### config.mk
export PLATFORM = sky130hd
export DESIGN_NAME = utf8_stream_decoder_unit
export DESIGN_NICKNAME = d
export VERILOG_FILES = /design/src/rtl/u8sd_pkg.sv /design/src/rtl/u8sd_skid.sv /design/src/rtl/u8sd_decode.sv /design/src/rtl/u8sd_emit.sv /design/src/rtl/utf8_stream_decoder_unit.sv
export SDC_FILE = /design/constraint.sdc
export NUM_CORES = 1
export LEC_CHECK = 0
export BUFFER_PORTS_ARGS = -buffer_cell sky130_fd_sc_hd__buf_2
export CAP_MARGIN = 20
export CORE_MARGIN = 5
export CORE_UTILIZATION = 63
export DETAILED_ROUTE_END_ITERATION = 10
export PLACE_DENSITY_LB_ADDON = 0.15
export SYNTH_ARGS = -nofsm -noshare
export SYNTH_HDL_FRONTEND = slang
export SYNTH_SLANG_ARGS = --single-unit
### constraint.sdc
create_clock -name clk -period 8 [get_ports clk]
set_input_delay 0 -clock clk [delete_from_list [all_inputs] [get_ports clk]]
set_output_delay 0 -clock clk [all_outputs]
set_load 0.02 [all_outputs]
### src/rtl/u8sd_pkg.sv
// Shared types, byte-class constants and helpers of the UTF-8 stream decoder.
package u8sd_pkg;

  localparam logic [7:0] ASCII_MASK = 8'h80;
  localparam logic [7:0] LEAD2_MASK = 8'hE0;
  localparam logic [7:0] LEAD2_CODE = 8'hC0;
  localparam logic [7:0] LEAD3_MASK = 8'hF0;
  localparam logic [7:0] LEAD3_CODE = 8'hE0;
  localparam logic [7:0] LEAD4_MASK = 8'hF8;
  localparam logic [7:0] LEAD4_CODE = 8'hF0;

  localparam int CP_W = 21;

  typedef logic [CP_W-1:0] code_point_t;

  // one accepted input byte
  typedef struct packed {
    logic [7:0] in_byte;
    logic       end_of_buffer;
  } item_t;

  // up to three results caused by one input byte
  typedef struct packed {
    logic [1:0]            count;
    code_point_t [2:0]     cp;
    logic                  end_of_buffer;
  } bundle_t;

  // sequence tracker state, visible for checking
  typedef struct packed {
    logic [1:0] held_count;
    logic [1:0] needed_count;
  } dec_status_t;

  // number of followers a lead byte needs, zero when not a multi-byte lead
  function automatic logic [1:0] follow_len(input logic [7:0] c);
    logic [1:0] k;
    k = 2'd0;
    if ((c & ASCII_MASK) == 8'h00) begin
      k = 2'd0;
    end else if ((c & LEAD2_MASK) == LEAD2_CODE) begin
      k = 2'd1;
    end else if ((c & LEAD3_MASK) == LEAD3_CODE) begin
      k = 2'd2;
    end else if ((c & LEAD4_MASK) == LEAD4_CODE) begin
      k = 2'd3;
    end
    return k;
  endfunction

  function automatic code_point_t raw_cp(input logic [7:0] c);
    return {13'd0, c};
  endfunction

endpackage

### src/rtl/u8sd_skid.sv
// Input skid stage: registered ready, two item slots.
module u8sd_skid
  import u8sd_pkg::*;
(
  input  logic  clk,
  input  logic  rst,
  input  logic  in_valid,
  output logic  in_ready,
  input  item_t in_item,
  output logic  item_valid,
  input  logic  item_take,
  output item_t item
);

  logic  main_valid;
  logic  skid_valid;
  item_t main_item;
  item_t skid_item;
  logic  in_xfer;

  assign in_ready   = !skid_valid;
  assign in_xfer    = in_valid && in_ready;
  assign item_valid = main_valid;
  assign item       = main_item;

  always_ff @(posedge clk) begin
    if (rst) begin
      main_valid <= 1'b0;
      skid_valid <= 1'b0;
    end else if (!main_valid || item_take) begin
      if (skid_valid) begin
        main_valid <= 1'b1;
        skid_valid <= 1'b0;
      end else begin
        main_valid <= in_xfer;
      end
    end else if (in_xfer) begin
      skid_valid <= 1'b1;
    end
  end

  always_ff @(posedge clk) begin
    if (!main_valid || item_take) begin
      if (skid_valid) begin
        main_item <= skid_item;
      end else if (in_xfer) begin
        main_item <= in_item;
      end
    end else if (in_xfer) begin
      skid_item <= in_item;
    end
  end

endmodule

### src/rtl/u8sd_decode.sv
// Sequence tracker and single-pass decode of one byte into a result bundle.
module u8sd_decode
  import u8sd_pkg::*;
(
  input  logic        clk,
  input  logic        rst,
  input  logic        take,
  input  item_t       item,
  output bundle_t     bundle,
  output dec_status_t status
);

  logic [7:0] held_bytes [3];
  logic [1:0] held_count;
  logic [1:0] needed_count;
  logic [1:0] held_count_next;
  logic [1:0] needed_count_next;
  logic       hold_byte;
  logic [1:0] k;
  logic [7:0] c;

  assign c = item.in_byte;
  assign k = follow_len(c);

  always_comb begin
    bundle            = '0;
    bundle.end_of_buffer = item.end_of_buffer;
    held_count_next   = held_count;
    needed_count_next = needed_count;
    hold_byte         = 1'b0;
    if (held_count == 2'd0) begin
      if (k != 2'd0 && !item.end_of_buffer) begin
        hold_byte         = 1'b1;
        held_count_next   = 2'd1;
        needed_count_next = k;
      end else begin
        bundle.count = 2'd1;
        bundle.cp[0] = raw_cp(c);
      end
    end else if (held_count == needed_count) begin
      // sequence complete
      bundle.count = 2'd1;
      case (needed_count)
        2'd1:    bundle.cp[0] = {10'd0, held_bytes[0][4:0], c[5:0]};
        2'd2:    bundle.cp[0] = {5'd0, held_bytes[0][3:0], held_bytes[1][5:0], c[5:0]};
        default: bundle.cp[0] = {held_bytes[0][2:0], held_bytes[1][5:0],
                                 held_bytes[2][5:0], c[5:0]};
      endcase
      held_count_next   = 2'd0;
      needed_count_next = 2'd0;
    end else if (!item.end_of_buffer) begin
      hold_byte       = 1'b1;
      held_count_next = held_count + 2'd1;
    end else begin
      // buffer ends early: lead raw, then the bytes behind it raw, or a two-byte pair decoded
      bundle.cp[0] = raw_cp(held_bytes[0]);
      if (held_count == 2'd1) begin
        bundle.count = 2'd2;
        bundle.cp[1] = raw_cp(c);
      end else if (follow_len(held_bytes[1]) == 2'd1) begin
        bundle.count = 2'd2;
        bundle.cp[1] = {10'd0, held_bytes[1][4:0], c[5:0]};
      end else begin
        bundle.count = 2'd3;
        bundle.cp[1] = raw_cp(held_bytes[1]);
        bundle.cp[2] = raw_cp(c);
      end
      held_count_next   = 2'd0;
      needed_count_next = 2'd0;
    end
  end

  always_ff @(posedge clk) begin
    if (rst) begin
      held_count   <= 2'd0;
      needed_count <= 2'd0;
    end else if (take) begin
      held_count   <= held_count_next;
      needed_count <= needed_count_next;
    end
  end

  always_ff @(posedge clk) begin
    if (take && hold_byte) begin
      held_bytes[held_count] <= c;
    end
  end

  assign status.held_count   = held_count;
  assign status.needed_count = needed_count;

endmodule

### src/rtl/u8sd_emit.sv
// Result register: holds one bundle and sends its results one per transfer.
module u8sd_emit
  import u8sd_pkg::*;
(
  input  logic        clk,
  input  logic        rst,
  input  logic        load,
  input  bundle_t     bundle_in,
  output logic        can_load,
  output logic        out_valid,
  input  logic        out_ready,
  output code_point_t code_point,
  output logic        run_last,
  output logic        buffer_done
);

  bundle_t    bundle;
  logic       bundle_valid;
  logic [1:0] idx;
  logic       last_sel;
  logic       out_xfer;

  assign last_sel    = (idx == bundle.count - 2'd1);
  assign out_xfer    = bundle_valid && out_ready;
  assign can_load    = !bundle_valid || (out_xfer && last_sel);
  assign out_valid   = bundle_valid;
  assign run_last    = last_sel;
  assign buffer_done = last_sel && bundle.end_of_buffer;

  always_comb begin
    case (idx)
      2'd0:    code_point = bundle.cp[0];
      2'd1:    code_point = bundle.cp[1];
      2'd2:    code_point = bundle.cp[2];
      default: code_point = bundle.cp[0];
    endcase
  end

  always_ff @(posedge clk) begin
    if (rst) begin
      bundle_valid <= 1'b0;
      idx          <= 2'd0;
    end else if (load) begin
      bundle_valid <= 1'b1;
      idx          <= 2'd0;
    end else if (out_xfer) begin
      if (last_sel) begin
        bundle_valid <= 1'b0;
        idx          <= 2'd0;
      end else begin
        idx <= idx + 2'd1;
      end
    end
  end

  always_ff @(posedge clk) begin
    if (load) begin
      bundle <= bundle_in;
    end
  end

endmodule

### src/rtl/utf8_stream_decoder_unit.sv
// Top level of the UTF-8 stream decoder: skid input, decode, result register.
//
// Input channel (in_valid/in_ready): one byte of a text buffer per transfer,
// end_of_buffer marks the buffer's final byte. Output channel
// (out_valid/out_ready): one code point per transfer, run_last on the final
// result of an input byte, buffer_done on the final result of the buffer.
// A byte that only extends a pending multi-byte sequence gives no result.
// When the buffer ends inside a sequence, one byte gives up to three results.
//
// A transferred byte waits in the skid main slot, is decoded from there and
// loads the result register, which offers its first result. One byte per
// cycle while out_ready holds and each byte gives at most one result; a byte with
// several results holds the result register until all are sent; decode waits on it.
// in_ready comes from a register (two-slot skid stage), so a stalled receiver
// first fills the skid slot and then drops in_ready; no byte is lost.
// Reset clears the pending sequence, the skid slots and the result register;
// held bytes of a pending sequence are not cleared.
module utf8_stream_decoder_unit
  import u8sd_pkg::*;
(
  input  logic        clk,
  input  logic        rst,
  input  logic        in_valid,
  output logic        in_ready,
  input  logic [7:0]  in_byte,
  input  logic        end_of_buffer,
  output logic        out_valid,
  input  logic        out_ready,
  output logic [20:0] code_point,
  output logic        run_last,
  output logic        buffer_done
);

  item_t       in_item;
  item_t       item;
  logic        item_valid;
  logic        item_take;
  bundle_t     bundle;
  dec_status_t status;
  logic        can_load;
  logic        load;

  assign in_item.in_byte       = in_byte;
  assign in_item.end_of_buffer = end_of_buffer;

  // advance the head byte when its results fit, or when it only extends a sequence
  assign item_take = item_valid && (can_load || bundle.count == 2'd0);
  assign load      = item_take && (bundle.count != 2'd0);

  u8sd_skid u_skid (
    .clk        (clk),
    .rst        (rst),
    .in_valid   (in_valid),
    .in_ready   (in_ready),
    .in_item    (in_item),
    .item_valid (item_valid),
    .item_take  (item_take),
    .item       (item)
  );

  u8sd_decode u_decode (
    .clk    (clk),
    .rst    (rst),
    .take   (item_take),
    .item   (item),
    .bundle (bundle),
    .status (status)
  );

  u8sd_emit u_emit (
    .clk         (clk),
    .rst         (rst),
    .load        (load),
    .bundle_in   (bundle),
    .can_load    (can_load),
    .out_valid   (out_valid),
    .out_ready   (out_ready),
    .code_point  (code_point),
    .run_last    (run_last),
    .buffer_done (buffer_done)
  );

  // a pending sequence never holds more bytes than its lead asks for
  a_held_bounded: assert property (@(posedge clk) disable iff (rst)
    status.held_count <= status.needed_count)
    else $error("held byte count exceeds needed count");

  // buffer end leaves no pending sequence behind
  a_flush_clears: assert property (@(posedge clk) disable iff (rst)
    item_take && item.end_of_buffer |=> status.held_count == 2'd0)
    else $error("pending sequence survives end of buffer");

  // a non-final result is always followed by another result
  a_run_continues: assert property (@(posedge clk) disable iff (rst)
    out_valid && out_ready && !run_last |=> out_valid)
    else $error("result run broken before its final result");

  a_done_is_last: assert property (@(posedge clk) disable iff (rst)
    out_valid && buffer_done |-> run_last)
    else $error("buffer_done on a non-final result");

endmodule
**After elaboration in Yosys (flattened, before gate mapping)**

Memory sizes are Yosys's and may differ from the RTL's.
Cells that the tools add are included.

- Add/sub/neg operators: 3
- Equality and inequality tests: 15
- Muxes and demuxes: 48
- Bitwise gates (word level): 3
- Reductions and logical operators: 36

Operators with widths:

| kind | number |
|---|---|
| $mux W21 | 4 |
| $pmux W21 S2 | 2 |
| $mux W65 | 1 |
| $mux W2 | 24 |
| $mux W9 | 2 |
| $logic_not A8 Y1 | 2 |
| $mux W8 | 2 |
| $mux W1 | 12 |
| $mux W11 | 1 |
| $eq A5 B5 Y1 const B | 2 |
| $reduce_bool A2 Y1 | 5 |
| $reduce_or A5 Y1 | 2 |
| $eq A2 B1 Y1 const B | 4 |
| $eq A4 B4 Y1 const B | 2 |
| $logic_and A1 B1 Y1 | 8 |
| $reduce_and A2 Y1 | 4 |
| $eq A3 B3 Y1 const B | 2 |
| $add A2 B1 Y2 const B | 2 |
| $eq A2 B2 Y1 | 2 |
| $eq A2 B2 Y1 const B | 2 |
| $logic_not A1 Y1 | 4 |
| $logic_not A2 Y1 | 2 |
| $reduce_or A2 Y1 | 2 |
| $reduce_or A4 Y1 | 1 |
| other kinds (7) | 11 |

- Bits in registers: 93
- Bits in writable memories: 24
- Bits of input ports: 13
- Output and inout bits: 25
- Memories kept: 1

Memory list:

| memory | depth | width | read ports | clocked after Yosys merged registers in | wr ports | line | text |
|---|---|---|---|---|---|---|---|
| u_decode.held_bytes | 3 | 8 | 3 | 0 | 1 | u8sd_decode.sv:13 | `logic [7:0] held_bytes [3];` |

**Logic depth before layout (Yosys ltp)**

Gate-level depths: netlist (run 1).
An unclocked memory read counts as a cell.

- Depth after elaboration: 22
- Mapped depth: 8

**Hierarchy**

From an unflattened synthesis (run 1), not the netlist that was laid out.

- Cells, all modules: 390
- Area total of the unflattened synthesis: 5157.4 um^2

Modules (own cells, without submodules):

| module | times used | cells an instance | area each (um^2) | sequential area each (um^2) |
|---|---|---|---|---|
| u8sd_emit | 1 | 161 | 2573.7 | 2042.0 |
| u8sd_decode | 1 | 188 | 1805.5 | 740.7 |
| u8sd_skid | 1 | 37 | 757.0 | 580.6 |
| utf8_stream_decoder_unit | 1 | 4 | 21.3 | 0.0 |

**Worst setup path after synthesis (run 1)**

No wires, ideal clock.

- Kind: flip-flop to flip-flop
- Start: register u_emit.bundle[65] (netlist bit)
- End: register u_emit.bundle[0] (netlist bit) (enable)
- Library setup time: 0.405 ns
- Arrival: 2.533 ns
- Slack: 5.062 ns
- Cell stages (with the launch flop): 5
- Period minus slack after synthesis: 2.938 ns
- Cells stage by stage: edfxtp_1 > xnor2_2 > mux2i_1 > a21o_1 > and2_1

- Word-level cells in the longest chain between the ends: 7

Ends and longest elaborated chain:

| element | line | text |
|---|---|---|
| start, declared | u8sd_emit.sv:17 | `bundle_t bundle;` |
| start signal, assigned | u8sd_emit.sv:58 | `bundle <= bundle_in;` |
| $sub A2 B1 Y2 | u8sd_emit.sv:23 | `assign last_sel = (idx == bundle.count - 2'd1);` |
| $eq A2 B2 Y1 | u8sd_emit.sv:23 |  |
| named net run_last | utf8_stream_decoder_unit.sv:30 | `output logic run_last,` |
| $logic_and A1 B1 Y1 | u8sd_emit.sv:25 | `assign can_load = !bundle_valid \|\| (out_xfer && last_sel);` |
| $logic_or A1 B1 Y1 | u8sd_emit.sv:25 |  |
| $logic_or A1 B1 Y1 | utf8_stream_decoder_unit.sv:47 | `assign item_take = item_valid && (can_load \|\| bundle.count == 2'd0);` |
| $logic_and A1 B1 Y1 | utf8_stream_decoder_unit.sv:47 |  |
| $logic_and A1 B1 Y1 | utf8_stream_decoder_unit.sv:48 | `assign load = item_take && (bundle.count != 2'd0);` |
| named net load | utf8_stream_decoder_unit.sv:41 | `logic load;` |

The timed path passes the listed nets, and every way through them passes these cells.
A chain may end at the register's enable or synchronous reset.

**Worst setup path in the final report (run 1)**

- Start: register u_decode.held_count[0]
- End: register u_skid.main_item, in the netlist u_skid.item[7] (enable)

- Word-level cells in the longest chain between the ends: 10

Ends and longest elaborated chain:

| element | line | text |
|---|---|---|
| start, declared | u8sd_decode.sv:14 | `logic [1:0] held_count;` |
| start signal, assigned | u8sd_decode.sv:78 | `held_count <= held_count_next;` |
| $eq A2 B1 Y1 | u8sd_decode.sv:57 | `if (held_count == 2'd1) begin` |
| $mux W2 | u8sd_decode.sv:57 |  |
| $mux W65 | u8sd_decode.sv:51 | `end else if (!item.end_of_buffer) begin` |
| $mux W2 | u8sd_decode.sv:40 | `end else if (held_count == needed_count) begin` |
| $mux W2 (*) | u8sd_decode.sv:31 | `if (held_count == 2'd0) begin` |
| $logic_not A2 Y1 (*) | utf8_stream_decoder_unit.sv:47 |  |
| $logic_or A1 B1 Y1 (*) | utf8_stream_decoder_unit.sv:47 |  |
| $logic_and A1 B1 Y1 (*) | utf8_stream_decoder_unit.sv:47 |  |
| $logic_or A1 B1 Y1 (*) | u8sd_skid.sv:43 | `if (!main_valid \|\| item_take) begin` |
| $reduce_and A2 Y1 (no source line) (*) | -- |  |
| end signal, assigned | u8sd_skid.sv:45 | `main_item <= skid_item;` |
| end signal, assigned | u8sd_skid.sv:47 | `main_item <= in_item;` |
| end, declared | u8sd_skid.sv:17 | `item_t main_item;` |

Mark *: on every way between the ends. The rest lies on a longest branch, timed or not.

==> metrics.txt, run 1 <==
Startpoint Class=flop; post-synth design cell area=4178 sq um; placement-stage worst setup slack=5.076 ns; global router's overall resource usage=20.66%; detail-routed via count per cell=5.893; number of failing setup endpoints in the final timing report=0; Final Instance Area=4747 sq um; Vias=2,693; Chip Height=91.44 um; maximum resistive drop on vdd=0.1348 mV; commonest register cell after synthesis=sky130_fd_sc_hd__edfxtp_1; top-level I/O count=38; vias in the first global route=2,639; fraction of layout instances using a drive strength above 1=18.42%; Post-Layout Cell Count=457; post-detailed-placement half-perimeter wirelength=5712 um; net count after synthesis=347; post-route DRC violation count=0; CTS clk-pin slew, worst paths=0.08 ns; Syn Inst Count=327; Leak=1.744 nW; fillers=432; Hold/Removal Path Class=primary input to flop; CP Capture Type=flop; achievable frequency=0.3440 GHz; Layout area overhead=13.63%; clock tree from TritonCTS=yes; overall die width=91.44 um; effective utilization at floorplan=65.42%; critical path required time=7.98 ns; Max-slew headroom=38.01%; clock insertion delay at the later pin of the skew report=0.35 ns; mean routed wirelength per cell=17.67 um; post-route fraction of the period consumed by the critical path=36.34%; distinct cell type count after synthesis=49; number of synthesized flops with an enable pin=83; clock tree buffer depth=2; detailed router's first-iteration violation count=240; share of total power in sequential cells=57.9%; Seq/Total Area, Yosys=63.97%; final weighted congestion of routability-driven global placement=0.8773; Clock Root Buffer=sky130_fd_sc_hd__clkbuf_8; crit path DAT=2.89 ns; remaining global-route overflow=0; total CTS buffers=9; Routed WL=8073 um; DIE AREA=8360 sq um; setup ws final=5.093 ns; total instance count after detailed placement=430; summed negative setup slack over all endpoints=0 ns; Combinational Power Share=7.4%; Max-Cap Viols=0; number of sinks handled by clock tree synthesis=92; ANT nets after route=0; share of total power in the clock network=34.7%; Setup Skew=0.008264 ns; wire length of the first global-routing pass=13,660 um; count of TritonRoute iterations in the first routing pass=5; Final Max Slew Viols=0; overall power consumption=955.3 uW; Mean Syn Cell Area=12.78 sq um; areal power density over the cells=201.2 nW/um^2; unrepaired setup endpoints after global routing=no; highest net fanout along the worst path=11; Worst Path Class, Setup=flop to flop; placeable core region=6386 sq um; worst-margin pin slew=0.9298 ns; worst hold slack=0.07744 ns; NetSw=208.5 uW; yosys synthesis warning count=0; count of nets after finishing=395; internal power=746.8 uW; number of levels in the clock H-tree=3; antenna cells=0; post-synthesis register bit count=92; maximum number of pins on one net before global-route repair=44; post-placement cell area=4422 sq um; input/output buffers=37; initial antenna violation count=0; Net Sw Frac=21.82%; Final Hold Violating Endpoints=0; proportion of synthesized flip-flops having asynchronous set or reset=0%; final cell utilization of the core=74.33%; outcome=finished clean; minimum period implied by the final worst setup slack=2.907 ns; count of standard-cell rows=29
## final timing paths
path	startpoint	endpoint	slack [ns]	cells after the start
worst max-delay path	u_decode.held_count[0]	u_skid.item[7]	5.09	6
worst min-delay path	out_ready	u_emit.idx[1]	0.08	4
worst max register to register	u_decode.held_count[0]	u_skid.item[7]	5.09	6
worst min register to register	u_decode.needed_count[1]	u_decode.needed_count[1]	0.54	2
## kinds of logic (layout without fill, tap and decap cells)
logic type / Yosys count / after routing / share of synthesized area (%)
AO/OA/AOI/OAI: 71 / 71 / 12.31
XOR/XNOR: 5 / 5 / 1.228
adder cells (fa/ha/maj): 7 / 7 / 2.096
buffers and inverters: 29 / 82 / 2.725
flip-flops: 92 / 92 / 63.97
multiplexers: 16 / 16 / 4.133
AND/OR/NAND/NOR: 107 / 107 / 13.54
## repair_timing
action                     4_1_cts  5_1_grt
gates resized for setup          0        0
buffers inserted                 0        0
setup endpoints to repair        0        0
hold buffers                    11        0
hold endpoints to repair        22        0
## layout by cell type (no fill, tap or decap), drive strengths merged, types with 3 or more instances in the layout
cell type	netlist	final
ha	7	7
xnor2	3	3
dfxtp	9	9
nand2	27	27
dlygate4sd3	0	11
mux2i	6	6
nor3	7	7
a221oi	3	3
nand2b	6	6
inv	16	17
and2	16	16
nor2	20	20
mux2	10	10
and3	14	14
a21oi	14	14
nor2b	5	5
clkbuf	10	10
clkinv	0	3
o21ai	12	12
buf	3	39
edfxtp	83	83
a22oi	14	14
a22o	9	9
## state kept, by name (all words and copies together), names as in the netlist
register               cells
u_skid.item                9
u_emit.out_valid           1
u_decode.held_count        2
u_skid.item_valid          1
u_skid.skid_valid          1
u_emit.idx                 2
u_emit.bundle             43
u_decode.held_bytes       22
u_decode.needed_count      2
u_skid.skid_item           9
## Yosys cell counts (2+ instances only)
| master | number | area [sq um] |
|---|---|---|
| sky130_fd_sc_hd__edfxtp_1 | 83 | 2492 |
| sky130_fd_sc_hd__nand2_1 | 27 | 101.4 |
| sky130_fd_sc_hd__nor2_1 | 20 | 75.07 |
| sky130_fd_sc_hd__and2_1 | 16 | 100.1 |
| sky130_fd_sc_hd__inv_1 | 16 | 60.06 |
| sky130_fd_sc_hd__a21oi_1 | 14 | 70.07 |
| sky130_fd_sc_hd__a22oi_1 | 14 | 105.1 |
| sky130_fd_sc_hd__and3_1 | 14 | 87.58 |
| sky130_fd_sc_hd__o21ai_0 | 12 | 60.06 |
| sky130_fd_sc_hd__clkbuf_1 | 10 | 37.54 |
| sky130_fd_sc_hd__mux2_2 | 10 | 112.6 |
| sky130_fd_sc_hd__a22o_1 | 9 | 78.83 |
| sky130_fd_sc_hd__dfxtp_1 | 9 | 180.2 |
| sky130_fd_sc_hd__ha_1 | 7 | 87.58 |
| sky130_fd_sc_hd__nor3_1 | 7 | 35.03 |
| sky130_fd_sc_hd__mux2i_1 | 6 | 60.06 |
| sky130_fd_sc_hd__nand2b_1 | 6 | 37.54 |
| sky130_fd_sc_hd__nor2b_1 | 5 | 31.28 |
| sky130_fd_sc_hd__a221oi_1 | 3 | 26.28 |
| sky130_fd_sc_hd__a221o_1 | 2 | 20.02 |
| sky130_fd_sc_hd__a31oi_1 | 2 | 12.51 |
| sky130_fd_sc_hd__nand3_1 | 2 | 10.01 |
| sky130_fd_sc_hd__nand3b_1 | 2 | 15.01 |
| sky130_fd_sc_hd__nor4bb_1 | 2 | 20.02 |
| sky130_fd_sc_hd__o311ai_0 | 2 | 17.52 |
| sky130_fd_sc_hd__o31ai_1 | 2 | 15.01 |
| sky130_fd_sc_hd__xnor2_1 | 2 | 17.52 |
| sky130_fd_sc_hd__xor2_1 | 2 | 17.52 |
## critical path, stage by stage (launching register included)
cell and delay, ns:
sky130_fd_sc_hd__dfxtp_1 0.37, sky130_fd_sc_hd__inv_1 0.10, sky130_fd_sc_hd__ha_1 0.38, sky130_fd_sc_hd__inv_1 0.17, sky130_fd_sc_hd__nor4_2 0.48, sky130_fd_sc_hd__nand3b_1 0.30
sky130_fd_sc_hd__a2bb2oi_1 0.75
## power groups by stage
stage,clock [mW],combinational (mW),sequential (mW)
final,0.331,0.0708,0.553
after global routing,0.359,0.0779,0.556
after CTS,0.334,0.0711,0.553
after detailed placement,0,0.0667,0.564
after global placement,0,0.0652,0.563
after floorplan,0,0.0455,0.561
## final cells by class
class | instances | area, sq um | area share (%)
Multi-Input combinational cell | 206 | 1393 | 29.34
Timing Repair Buffer | 50 | 310.3 | 6.537
Tap cell | 77 | 96.34 | 2.030
Clock buffer | 10 | 127.6 | 2.688
Clock inverter | 6 | 87.58 | 1.845
Inverter | 16 | 60.06 | 1.265
Sequential cell | 92 | 2673 | 56.30
## per-layer routing
| layer | track usage (%) | up-vias | share of wire [%] |
|---|---|---|---|
| li1 | - | 1330 | - |
| met1 | 29.96 | 1272 | 44 |
| met2 | 30.61 | 75 | 48 |
| met3 | 4.628 | 16 | 5.7 |
| met4 | 7.702 | 0 | 1.8 |
| met5 | 0 | - | 0 |
Note: power is estimated with default switching activity, not from simulation.
==> run 2, diff against run 1 <==
CORE_UTILIZATION = 53   (was 63)
clock period = 2.6 ns   (was 8 ns; I/O delays follow)
==> run 2 against run 1 <==
Non-clock buffer count up 15. Sequential share of layout area shrank 1.8 points. Worst setup slack worse by 4.9 ns. Clock-buffer cell count is 1 lower. Design area up 3.4%. Largest cell class unchanged.
==> metrics.txt, run 2 (synthesized netlist as in run 1, its figures left out) <==
worst path cell trace=inv_1, ha_1, inv_1, nor4_2, nand3b_1, nor4_2; Final Max Slew Viols=0 (unchanged); remaining global-route overflow=0 (unchanged); worst-margin pin slew=0.9740 ns (+0.04414 ns); Final Hold Violating Endpoints=0 (unchanged); minimum period implied by the final worst setup slack=2.381 ns (-0.5258 ns); global router's overall resource usage=17.55% (-3.1 points); biggest registers after layout=u_emit.bundle: 43 flops, u_decode.held_bytes: 22 flops; clock tree buffer depth=2 (unchanged); Max-Cap Viols=0 (unchanged); Worst Path Class, Setup=flop to flop; post-detailed-placement half-perimeter wirelength=5987 um (+4.8%); mean routed wirelength per cell=16.54 um (-6.4%); detailed-routing wirelength on met1=3843 um (+7.0%); initial antenna violation count=0 (unchanged); maximum resistive drop on vdd=0.3939 mV (+190%); final weighted congestion of routability-driven global placement=0.8507 (-3.0%); maximum number of pins on one net before global-route repair=44 (unchanged); total instance count after detailed placement=470 (+9.3%); buffer and inverter count on the worst path=2 (unchanged); detailed router's first-iteration violation count=182 (-24%); detail-routed via count per cell=5.588 (-5.2%); number of sinks handled by clock tree synthesis=92 (unchanged); total CTS buffers=9 (unchanged); Hold/Removal Path Class=primary input to flop; input/output buffers=37 (unchanged); Setup Skew=0.004827 ns (-0.003437 ns); outcome=finished clean; share of total power in the clock network=35.4% (+0.7 points); Max-slew headroom=34.53% (-3.5 points); share of total power in sequential cells=56.7% (-1.2 points); vias in the first global route=2,641 (+0.076%); commonest non-fill, non-tap cell in the layout=sky130_fd_sc_hd__edfxtp_1; top-level I/O count=38 (unchanged); Setup Buffers After CTS=0 (unchanged); Net Sw Frac=22.70% (+0.88 points); Layout area overhead=17.46%; clock insertion delay at the later pin of the skew report=0.36 ns (about the same); Routed WL=8221 um (+1.8%); fillers=603 (+40%); count of nets after finishing=410 (+3.8%); effective utilization at floorplan=54.35% (-11 points); overall die width=98.79 um (+8.0%); Leak=1.816 nW (+4.2%); antenna cells=0 (unchanged); NetSw=679.7 uW (+230%); critical path required time=2.59 ns (-5.39 ns); internal power=2.314 mW (+210%); highest-count cells in the layout ignoring fill and taps=sky130_fd_sc_hd__edfxtp_1, sky130_fd_sc_hd__buf_2, sky130_fd_sc_hd__nand2_1; unrepaired setup endpoints after global routing=no; Reg with most FFs=u_emit.bundle; Clock Root Buffer=sky130_fd_sc_hd__clkbuf_8; DIE AREA=9758 sq um (+17%); placeable core region=7687 sq um (+20%); Vias=2,777 (+3.1%); post-route fraction of the period consumed by the critical path=91.58% (+55 points); Chip Height=98.79 um (+8.0%); count of standard-cell rows=32 (+10%); Combinational Power Share=8.0% (+0.6 points); Routed met2 length=3837 um (-1.0%); highest net fanout along the worst path=9 (-2); total length of routed met3 wires=407 um (-12%); post-route DRC violation count=0 (unchanged); Critical Path Max Stage Delay=0.75 ns (about the same); fraction of layout instances using a drive strength above 1=21.77% (+3.4 points); summed negative setup slack over all endpoints=0 ns (unchanged); achievable frequency=0.4200 GHz (+22%); slowest stage cell on the critical path=sky130_fd_sc_hd__nor4_2; clock tree from TritonCTS=yes; kind of cell adding the most delay to the critical path=simple AND/OR/NAND/NOR gates; number of levels in the clock H-tree=3 (unchanged); Largest register FFs=43 (unchanged); setup slack, reg-to-reg=0.22 ns (-4.87 ns); CTS clk-pin slew, worst paths=0.09 ns (about the same); ANT nets after route=0 (unchanged); Startpoint Class=flop; Post-Layout Cell Count=497 (+8.8%); areal power density over the cells=610.1 nW/um^2 (+200%); crit path DAT=2.37 ns (-0.52 ns); wire length of the first global-routing pass=13,580 um (-0.56%); uppermost signal routing layer after detailed routing=met4; count of TritonRoute iterations in the first routing pass=4 (-1); CP Capture Type=flop; number of failing setup endpoints in the final timing report=0 (unchanged)
## run 2: per-stage QoR
| step | util [%] | setup WS, ns | area, sq um | hold slack [ns] | total power [mW] |
|---|---|---|---|---|---|
| final | 63.83 | 0.2190 | 4907 | 0.02413 | 2.994 |
| after global routing | 63.83 | 0.02945 | 4907 | 0.08151 | 3.103 |
| after CTS | 63.82 | 0.02074 | 4906 | 0.01401 | 3.010 |
| after detailed placement | 59.47 | 0.07064 | 4572 | 0.1919 | 1.958 |
| after global placement | 59.47 | 0.1963 | 4572 | 0.1915 | 1.953 |
| after floorplan | - | 0.09679 | 4185 | 0.06786 | 1.866 |
## run 2: worst paths after layout
check,from,to,cells after the start
hold reg to reg,u_decode.needed_count[1],u_decode.needed_count[1],2
hold / removal,out_ready,u_emit.idx[1],4
setup / recovery,u_decode.held_count[0],u_skid.skid_item[7],6
setup reg to reg,u_decode.held_count[0],u_skid.skid_item[7],6
## run 2: timing repair
action | in CTS | in global routing
hold buffers | 11 | 0
endpoints found under the hold margin | 22 | 0
endpoints found under the setup margin | 0 | 43
resized for setup | 0 | 1
## run 2: final cells by class
type	count	area, sq um	area share [%]
clock buffer	9	123.9	2.524
clock inverter	7	100.1	2.040
inverter	16	60.06	1.224
multi-input combinational	206	1400	28.53
sequential	92	2673	54.46
tap	102	127.6	2.601
timing repair buffer	65	422.9	8.618
## run 2: power by group through the flow
stage / logic, mW / clock network, mW / registers, mW
3_5_place_dp: 0.227 / 0 / 1.73
2_1_floorplan: 0.141 / 0 / 1.72
4_1_cts: 0.241 / 1.07 / 1.70
6_report: 0.239 / 1.06 / 1.70
5_1_grt: 0.262 / 1.14 / 1.70
3_3_place_gp: 0.224 / 0 / 1.73
## run 2: metal layers
| layer | vias to the layer above | track usage [%] |
|---|---|---|
| met2 | 90 | 26.24 |
| met1 | 1316 | 25.40 |
| met5 | - | 0 |
| li1 | 1358 | - |
| met3 | 13 | 3.751 |
| met4 | 0 | 6.303 |
## run 2: worst register-to-register path, delay by kind of cell, from the launching register on
family	cells	cell delay, ns
adder cells (fa/ha/maj)	1	0.30
buffers and inverters	2	0.24
flip-flops	1	0.46
AND/OR/NAND/NOR	3	1.01
==> run 3, diff against run 2 <==
CORE_UTILIZATION = 59   (was 53)
clock period = 2.4 ns   (was 2.6 ns; I/O delays follow)
==> run 3 against run 2 <==
Via count is 0.36% higher. Sequential share of layout area is 0.30 points lower. Total power is 7.7% higher. Cell count is 0.60% lower. Clock power is 5% higher.
==> metrics.txt, run 3 (synthesized netlist as in run 1, its figures left out) <==
maximum number of pins on one net before global-route repair=44 (unchanged); Worst Path Class, Setup=flop to flop; count of nets after finishing=413 (+0.73%); number of sinks handled by clock tree synthesis=92 (unchanged); Startpoint Class=flop; top-level I/O count=38 (unchanged); mean routed wirelength per cell=17.34 um (+4.8%); highest net fanout along the worst path=21 (+12); clock tree buffer depth=2 (unchanged); ANT nets after route=0 (unchanged); number of failing setup endpoints in the final timing report=0 (unchanged); worst r2r path cells=7 (+1); post-route DRC violation count=0 (unchanged); count of TritonRoute iterations in the first routing pass=4 (unchanged); end of the worst register-to-register path=u_emit.bundle[28]; Setup Skew=0.008546 ns (+0.003719 ns); worst-margin pin slew=0.5898 ns (-0.3842 ns); overall die width=94.15 um (-4.7%); Routed WL=8566 um (+4.2%); clock tree from TritonCTS=yes; placement-stage worst setup slack=0.1272 ns (+0.05653 ns); wire length of the first global-routing pass=13,740 um (+1.2%); Final Max Slew Viols=0 (unchanged); remaining global-route overflow=0 (unchanged); Leak=1.836 nW (+1.1%); post-route fraction of the period consumed by the critical path=90.47% (-1.1 points); clock insertion delay at the later pin of the skew report=0.35 ns (about the same); areal power density over the cells=653.4 nW/um^2 (+7.1%); highest-count cells in the layout ignoring fill and taps=sky130_fd_sc_hd__edfxtp_1, sky130_fd_sc_hd__buf_2, sky130_fd_sc_hd__nand2_1; CTS clk-pin slew, worst paths=0.08 ns (about the same); startpoint of the worst register-to-register path=u_decode.held_count[1]; Final Hold Violating Endpoints=0 (unchanged); biggest registers after layout=u_emit.bundle: 43 flops, u_decode.held_bytes: 22 flops; effective utilization at floorplan=61.15% (+6.8 points); antenna cells=0 (unchanged); Max-Cap Viols=0 (unchanged); number of levels in the clock H-tree=3 (unchanged); outcome=finished clean; detailed router's first-iteration violation count=229 (+26%); commonest non-fill, non-tap cell in the layout=sky130_fd_sc_hd__edfxtp_1; Chip Height=94.15 um (-4.7%); final weighted congestion of routability-driven global placement=0.8838 (+3.9%); global router's overall resource usage=20.49% (+2.9 points); total CTS buffers=9 (unchanged); setup slack, reg-to-reg=0.23 ns (about the same); post-placement cell area=4587 sq um (+0.33%); fraction of layout instances using a drive strength above 1=22.86% (+1.1 points); Final Instance Area=4935 sq um (+0.56%); maximum resistive drop on vdd=0.4053 mV (+2.9%); summed negative setup slack over all endpoints=0 ns (unchanged); Layout area overhead=18.12%; Largest register FFs=43 (unchanged); CP Capture Point=u_emit.bundle[28]; footprint of the multi-input gates=1429 sq um (+2.1%); worst setup path startpoint=u_decode.held_count[1]; post-detailed-placement half-perimeter wirelength=5930 um (-0.94%); worst hold slack=0.05262 ns (+0.02849 ns); Register Area=2673 sq um (unchanged); Reg with most FFs=u_emit.bundle; placeable core region=6832 sq um (-11%); achievable frequency=0.4606 GHz (+9.7%); minimum period implied by the final worst setup slack=2.171 ns (-0.2098 ns); input/output buffers=37 (unchanged); fillers=478 (-21%); CP Capture Type=flop; Max-slew headroom=59.66% (+25 points); Hold/Removal Path Class=primary input to flop; setup ws final=0.2288 ns (+0.009812 ns); DIE AREA=8864 sq um (-9.2%); vias in the first global route=2,732 (+3.4%); initial antenna violation count=0 (unchanged); detail-routed via count per cell=5.642 (+0.97%); count of standard-cell rows=30 (-6.3%); Clock Root Buffer=sky130_fd_sc_hd__clkbuf_8; unrepaired setup endpoints after global routing=no; Vias=2,787 (+0.36%); crit path DAT=2.20 ns (-0.17 ns); critical path required time=2.43 ns (-0.16 ns)
run 3: cell count changes in the layout (fill, tap and decap cells not counted), sizes merged:
cell / change
and2: +1
buf: +2
clkbuf: +1
clkinvlp: -1
run 3: cell type report:
type	instances	share of cell area [%]
sequential	92	54.16
tap	96	2.434
inverter	16	1.217
clock inverter	6	1.775
timing repair buffer	67	8.874
multi-input combinational	207	28.96
clock buffer	10	2.586
run 3: report_power, final:
group / internal [mW] / switching (mW) / leakage, nW
registers: 1.81 / 0.0293 / 0.855
clock network: 0.589 / 0.525 / 0.111
logic: 0.113 / 0.163 / 0.870
run 3: worst min path at each step:
stage                     from                     end  cells past startpoint
CTS                  out_ready           u_emit.idx[1]                      4
detailed placement  in_byte[6]     u_skid.skid_item[7]                      1
global placement    in_byte[7]     u_skid.skid_item[8]                      1
floorplan                  rst  u_decode.held_count[1]                      1
global route         out_ready           u_emit.idx[1]                      4
finish               out_ready           u_emit.idx[1]                      4
run 3: worst max-delay path, cell delays in order (launching register included):
cell                      delay (ns)
sky130_fd_sc_hd__dfxtp_1        0.43
sky130_fd_sc_hd__inv_1          0.09
sky130_fd_sc_hd__ha_1           0.20
sky130_fd_sc_hd__inv_1          0.14
sky130_fd_sc_hd__nor4_2         0.08
sky130_fd_sc_hd__buf_4          0.16
sky130_fd_sc_hd__nor3b_2        0.32
sky130_fd_sc_hd__and2_4         0.42
run 3: timing repair:
item,in CTS,in global routing
hold buffers,11,0
gates resized for setup,0,4
buffers inserted,0,0
setup endpoints to repair,0,60
endpoints found under the hold margin,22,0
run 3: routing by layer:
metal	routed length [um]	track usage, %	vias to the layer above
li1	-	-	1367
met1	3896	29.24	1331
met2	4114	31.44	75
met3	403	2.965	14
met4	150	8.664	0
met5	0	0	-
run 3: stage by stage:
step	cells	utilization [%]	total power, mW
finish	494	72.23	3.225
global route	494	72.23	3.337
CTS	493	71.90	3.238
detailed placement	466	67.14	2.126
global placement	466	67.14	2.120
floorplan	327	-	2.023
